File: src/wmf_pkg.sv
// Shared types and constants for the 3x3 window median filter.
// No dependencies; imported by every module of the block.
package wmf_pkg;

    localparam int MAX_WIDTH   = 1024;
    localparam int COL_BITS    = $clog2(MAX_WIDTH);
    localparam int PIXEL_BITS  = 12;
    localparam int ROW_BITS    = 16;
    localparam int WIN_SPAN    = 3;
    localparam int WIN_SIZE    = WIN_SPAN * WIN_SPAN;
    localparam int STORE_ROWS  = 4;
    localparam int BANK_BITS   = $clog2(STORE_ROWS);
    localparam int MED_IDX     = WIN_SIZE / 2;
    localparam int SORT_STAGES = WIN_SIZE;
    localparam int CNT_BITS    = $clog2(WIN_SIZE + 1);
    localparam int CFG_IDX_BITS  = 2;
    localparam int CFG_DATA_BITS = 16;
    localparam int WREG_BITS     = 11;

    // Configuration register indexes
    localparam logic [CFG_IDX_BITS-1:0] REG_WIDTH  = 2'd0;
    localparam logic [CFG_IDX_BITS-1:0] REG_HEIGHT = 2'd1;

    localparam logic [WREG_BITS-1:0] WIDTH_RESET  = 11'd640;
    localparam logic [ROW_BITS-1:0]  HEIGHT_RESET = 16'd480;

    typedef logic [PIXEL_BITS-1:0] t_pix;
    typedef logic [COL_BITS-1:0]   t_col;
    typedef t_pix [WIN_SIZE-1:0]   t_win;

    typedef struct packed {
        logic last;
        t_win vals;
    } t_sort_beat;

    typedef struct packed {
        logic [11:0] pixel_value;
        logic        pad;
    } t_in_beat;

    typedef struct packed {
        logic [11:0] median_value;
        logic        frame_last;
    } t_out_beat;

endpackage

File: src/wmf_sort_cell.sv
// One registered round of an odd-even transposition sort over the window.
// Depends on wmf_pkg for the window beat type.
module wmf_sort_cell
    import wmf_pkg::*;
(
    input  logic       i_clk,
    input  logic       i_rst_n,
    input  logic       i_odd,
    input  logic       i_valid,
    output logic       o_ready,
    input  t_sort_beat i_data,
    output logic       o_valid,
    input  logic       i_ready,
    output t_sort_beat o_data
);

    logic       r_valid;
    t_sort_beat r_data;
    t_sort_beat n_data;
    logic       en;

    assign en      = !r_valid || i_ready;
    assign o_ready = en;
    assign o_valid = r_valid;
    assign o_data  = r_data;

    // Compare-exchange the pairs of this round's phase
    always_comb begin
        n_data = i_data;
        for (int j = 0; j < WIN_SIZE - 1; j++) begin
            if (((j % 2) == 1) == i_odd && i_data.vals[j] > i_data.vals[j+1]) begin
                n_data.vals[j]   = i_data.vals[j+1];
                n_data.vals[j+1] = i_data.vals[j];
            end
        end
    end

    // Advance the beat when the next cell can take it
    always_ff @(posedge i_clk) begin
        if (!i_rst_n) begin
            r_valid <= 1'b0;
        end else if (en) begin
            r_valid <= i_valid;
        end
    end

    always_ff @(posedge i_clk) begin
        if (en && i_valid) begin
            r_data <= n_data;
        end
    end

endmodule

File: config.mk
export PLATFORM = sky130hd
export DESIGN_NAME = wmf_sort_cell
export DESIGN_NICKNAME = d
export VERILOG_FILES = /design/src/wmf_pkg.sv /design/src/wmf_sort_cell.sv
export SDC_FILE = /design/constraint.sdc
export NUM_CORES = 1
export LEC_CHECK = 0
export BUFFER_PORTS_ARGS = -buffer_cell sky130_fd_sc_hd__buf_4
export CAP_MARGIN = 5
export CORE_MARGIN = 4
export CORE_UTILIZATION = 53
export DETAILED_ROUTE_END_ITERATION = 8
export PLACE_DENSITY = 0.91
export SYNTH_ARGS = -nofsm -noshare
export SYNTH_HDL_FRONTEND = slang
export SYNTH_SLANG_ARGS = --single-unit
File: constraint.sdc
create_clock -name i_clk -period 4.5 [get_ports i_clk]
set_input_delay 0.45 -clock i_clk [delete_from_list [all_inputs] [get_ports i_clk]]
set_output_delay 0.45 -clock i_clk [all_outputs]
set_load 0.03 [all_outputs]
* Word level (Yosys, flattened, before mapping)
Cells that the tools add are included.
Word-level totals: word-level logic and storage cells 39, bits in registers 110
Operators by class: magnitude comparators 8, reductions and logical operators 11, mux-type cells 8, bitwise gates (word level) 1
Operator list (number):
- two-way mux 24 bit | 8
- > comparator 12 bit | 8
- logical AND 1 bit | 9
- logical NOT 1 bit | 1
- logical OR 1 bit | 1
- NOT 1 bit | 1

* Longest topological paths before layout
depth in word-level cells 10, depth in mapped cells 10, mapped depth without buffers 8

* Worst setup path after synthesis
OpenSTA, ideal clock, no wires.
kind input port to flip-flop, start point input port i_ready, end point register r_data, in the netlist o_data[0] (enable), data arrival time 3.341 ns, setup slack 0.679 ns, stages on the path 2, path through nand2b_1 -> and2_1
Between the ends: cells in the longest elaborated chain, start to end 2
RTL lines:
- from (decl) | RTL line wmf_sort_cell.sv:13 | input logic i_ready,
- logical OR 1 bit | RTL line wmf_sort_cell.sv:22 | assign en = !r_valid || i_ready;
- logical AND 1 bit | RTL line wmf_sort_cell.sv:48 | if (en && i_valid) begin
- to (signal assigned) | RTL line wmf_sort_cell.sv:49 | r_data <= n_data;
- to (decl) | RTL line wmf_sort_cell.sv:18 | t_sort_beat r_data;
Every way passes these cells. A chain may end at the register's enable or synchronous reset.

==> impl_metrics.ini <==
[logic_synthesis]
ys_ff_latch = 110
synth_area_um2 = 7740
synth_cell_types = 42
syn_inst = 716
syn-num-nets = 926
ys_seq_area_share_pct = 42.6
yosysWarnings = 0
avgSynthCellArea_um2 = 10.8

[global_routing]
track_usage_pct = 25.1
grt_max_degree = 43
grt_pass1_wl_um = 32500
grt_antenna_before_repair = 0
grt.overflow.total = 0
grt_pass1_vias = 6358

[drt]
totalWireLength_um = 21200
ant_nets = 0
dr.pass1.iters = 5
routedWlPerCell_um = 18.9
drt_iter0_drc = 466
route.detailed.drc = 0
vias = 6404
viasPerCell = 5.70

[layout]
layout_common_cells = 235 x buf_4, 142 x mux2i_1, 109 x edfxtp_1, 104 x inv_1, 96 x ha_1
layout-area-overhead-vs-synth_pct = 28.6
num-fill-cells = 1018
multi_input_area_um2 = 4010
seqCellArea_um2 = 3290
layout-drive-gt1-share_pct = 27.8
diodes = 0
final_common_cell = buf_4
nets = 1148

[critical_path]
crit_end = o_data[19]$_DFFE_PP_
critPathKind = in -> reg
end_kind = flip-flop
startpoint = i_data[15]
rr_endpoint = o_data[67]$_DFFE_PP_
start_kind = input pin
rr_worst_depth = 3
worstPathRequired_ps = 4570
arrival_ps = 3030
worstReg2RegStart = o_valid$_SDFFE_PN0N_
critPathMaxFanout = 36
r2r_slack_ps = 2680

[timing]
tightest_slew_ps = 988
max_freq_mhz = 339
setup_viol = 0
min_period_over_period_pct = 65.6
skew_ps = 6.01
rsz0062_at_grt = false
relSlewSlack_pct = 33.9
finalMaxSlewViolations = 0
fin_setup_tns_ps = 0
worst_slack_ps = 1550
hold_violations = 0
finalCriticalPeriod_ps = 2950

[clock_network]
cts_resized = 0
post_cts_buffers = 0
cts_buffers = 9
clockBufferDepth = 2
clk_latency_ps = 360
cts_tree = done
clkSinkCount = 110
clkSlewWorstSetupHoldPaths_ps = 70
root_buffer = clkbuf_16
htree_levels = 3
holdBufCountCts = 0

[floorplanning]
coreArea_um2 = 14100
start_util_pct = 54.9
die_w_um = 129
die_y_um = 129
num_rows = 43
dieArea_um2 = 16600
ios = 225

[placement]
gp_congestion = 0.902
portBuffers = 224
place_hpwl_um = 16300
dp_slack_ps = 1200

[power]
p_per_area_nw_per_um2 = 300
vdd_drop_max_mv = 0.191
leakage_nw = 4.74

[run_status]
status = completed

[run]
maxCapViolCount = 0

[min_path]
hold_class = in -> reg
hold_depth = 1
[metal layers]
layer / global-route usage (%) / share of wire, %
met1: 32.4 / 41
met2: 41.5 / 49
met3: 4.19 / 6.0
met4: 11.2 / 3.6
met5: 0 / 0
[Yosys cell counts, drive strengths merged]
cell	instances	share of area, %
a21boi	3	0.29
a21o	6	0.58
a21oi	54	3.5
a221o	3	0.39
a221oi	7	0.95
a31o	1	0.11
a31oi	2	0.16
and2	2	0.16
and3	1	0.081
and4	2	0.23
buf	16	1.2
clkbuf	8	0.39
dfxtp	1	0.26
edfxtp	109	42
ha	96	16
inv	104	5.0
mux2	2	0.29
mux2i	142	18
nand2	36	1.7
nand2b	2	0.16
nand3	18	1.2
nand4	15	1.2
nand4b	1	0.11
nor2	33	1.6
nor2b	4	0.32
nor3	3	0.32
o211ai	2	0.19
o21a	3	0.29
o21ai	33	2.3
o22ai	1	0.081
o31a	1	0.11
o31ai	1	0.097
o41a	1	0.15
o41ai	2	0.23
or2	1	0.081
[worst min path at each step]
stage | startpoint | endpoint
floorplan | i_data[108] | o_data[108]$_DFFE_PP_
finish | i_data[108] | o_data[108]$_DFFE_PP_
CTS | i_data[108] | o_data[108]$_DFFE_PP_
global route | i_data[108] | o_data[108]$_DFFE_PP_
detailed placement | o_valid$_SDFFE_PN0N_ | o_valid$_SDFFE_PN0N_
global placement | o_valid$_SDFFE_PN0N_ | o_valid$_SDFFE_PN0N_
[layout make-up]
cell class / instances / share of cell area [%]
flip-flops and latches: 110 / 33.1
clock inverters: 2 / 0.101
well taps: 180 / 2.26
inverters: 104 / 3.92
clock buffers: 14 / 2.55
multi-input cells: 478 / 40.3
repair buffers: 235 / 17.7
[power by group]
part           leakage (nW)  internal [mW]  switching [mW]
clock network         0.131          0.391           0.365
logic                  3.55          0.380           0.568
registers              1.06           1.25          0.0292
[logic make-up (layout without fill, tap and decap cells)]
kind of cell / Yosys count / in the layout / synth area share (%)
mux: 144 / 144 / 18.7
simple gates: 118 / 118 / 7.19
buf+inv: 128 / 355 / 6.61
flops: 110 / 110 / 42.6
compound gates: 120 / 120 / 9.46
fa+ha+maj: 96 / 96 / 15.5
[sequential cells by signal (all words and copies together), names as in the netlist]
signal,flops
o_data,109
o_valid,1
[through the flow]
step / utilization [%] / cell area [µm²] / hold WS [ps] / instances / power, mW
after global routing: 70.6 / 9950 / 262 / 1123 / 3.12
after global placement: 68.7 / 9690 / 523 / 1107 / 2.21
after detailed placement: 68.7 / 9690 / 545 / 1107 / 2.24
final: 70.6 / 9950 / 273 / 1123 / 2.99
after floorplan: - / 7740 / 549 / 716 / 1.87
after CTS: 70.6 / 9950 / 260 / 1123 / 3.00
[critical path, cell delays in order]
cell	delay (ps)
buf_4	100
inv_1	50
ha_1	290
and3_1	200
a221o_1	350
a221o_1	390
o21ai_4	800
mux2i_1	280
mux2i_1	110
Note: power is estimated with default switching activity, not from simulation.
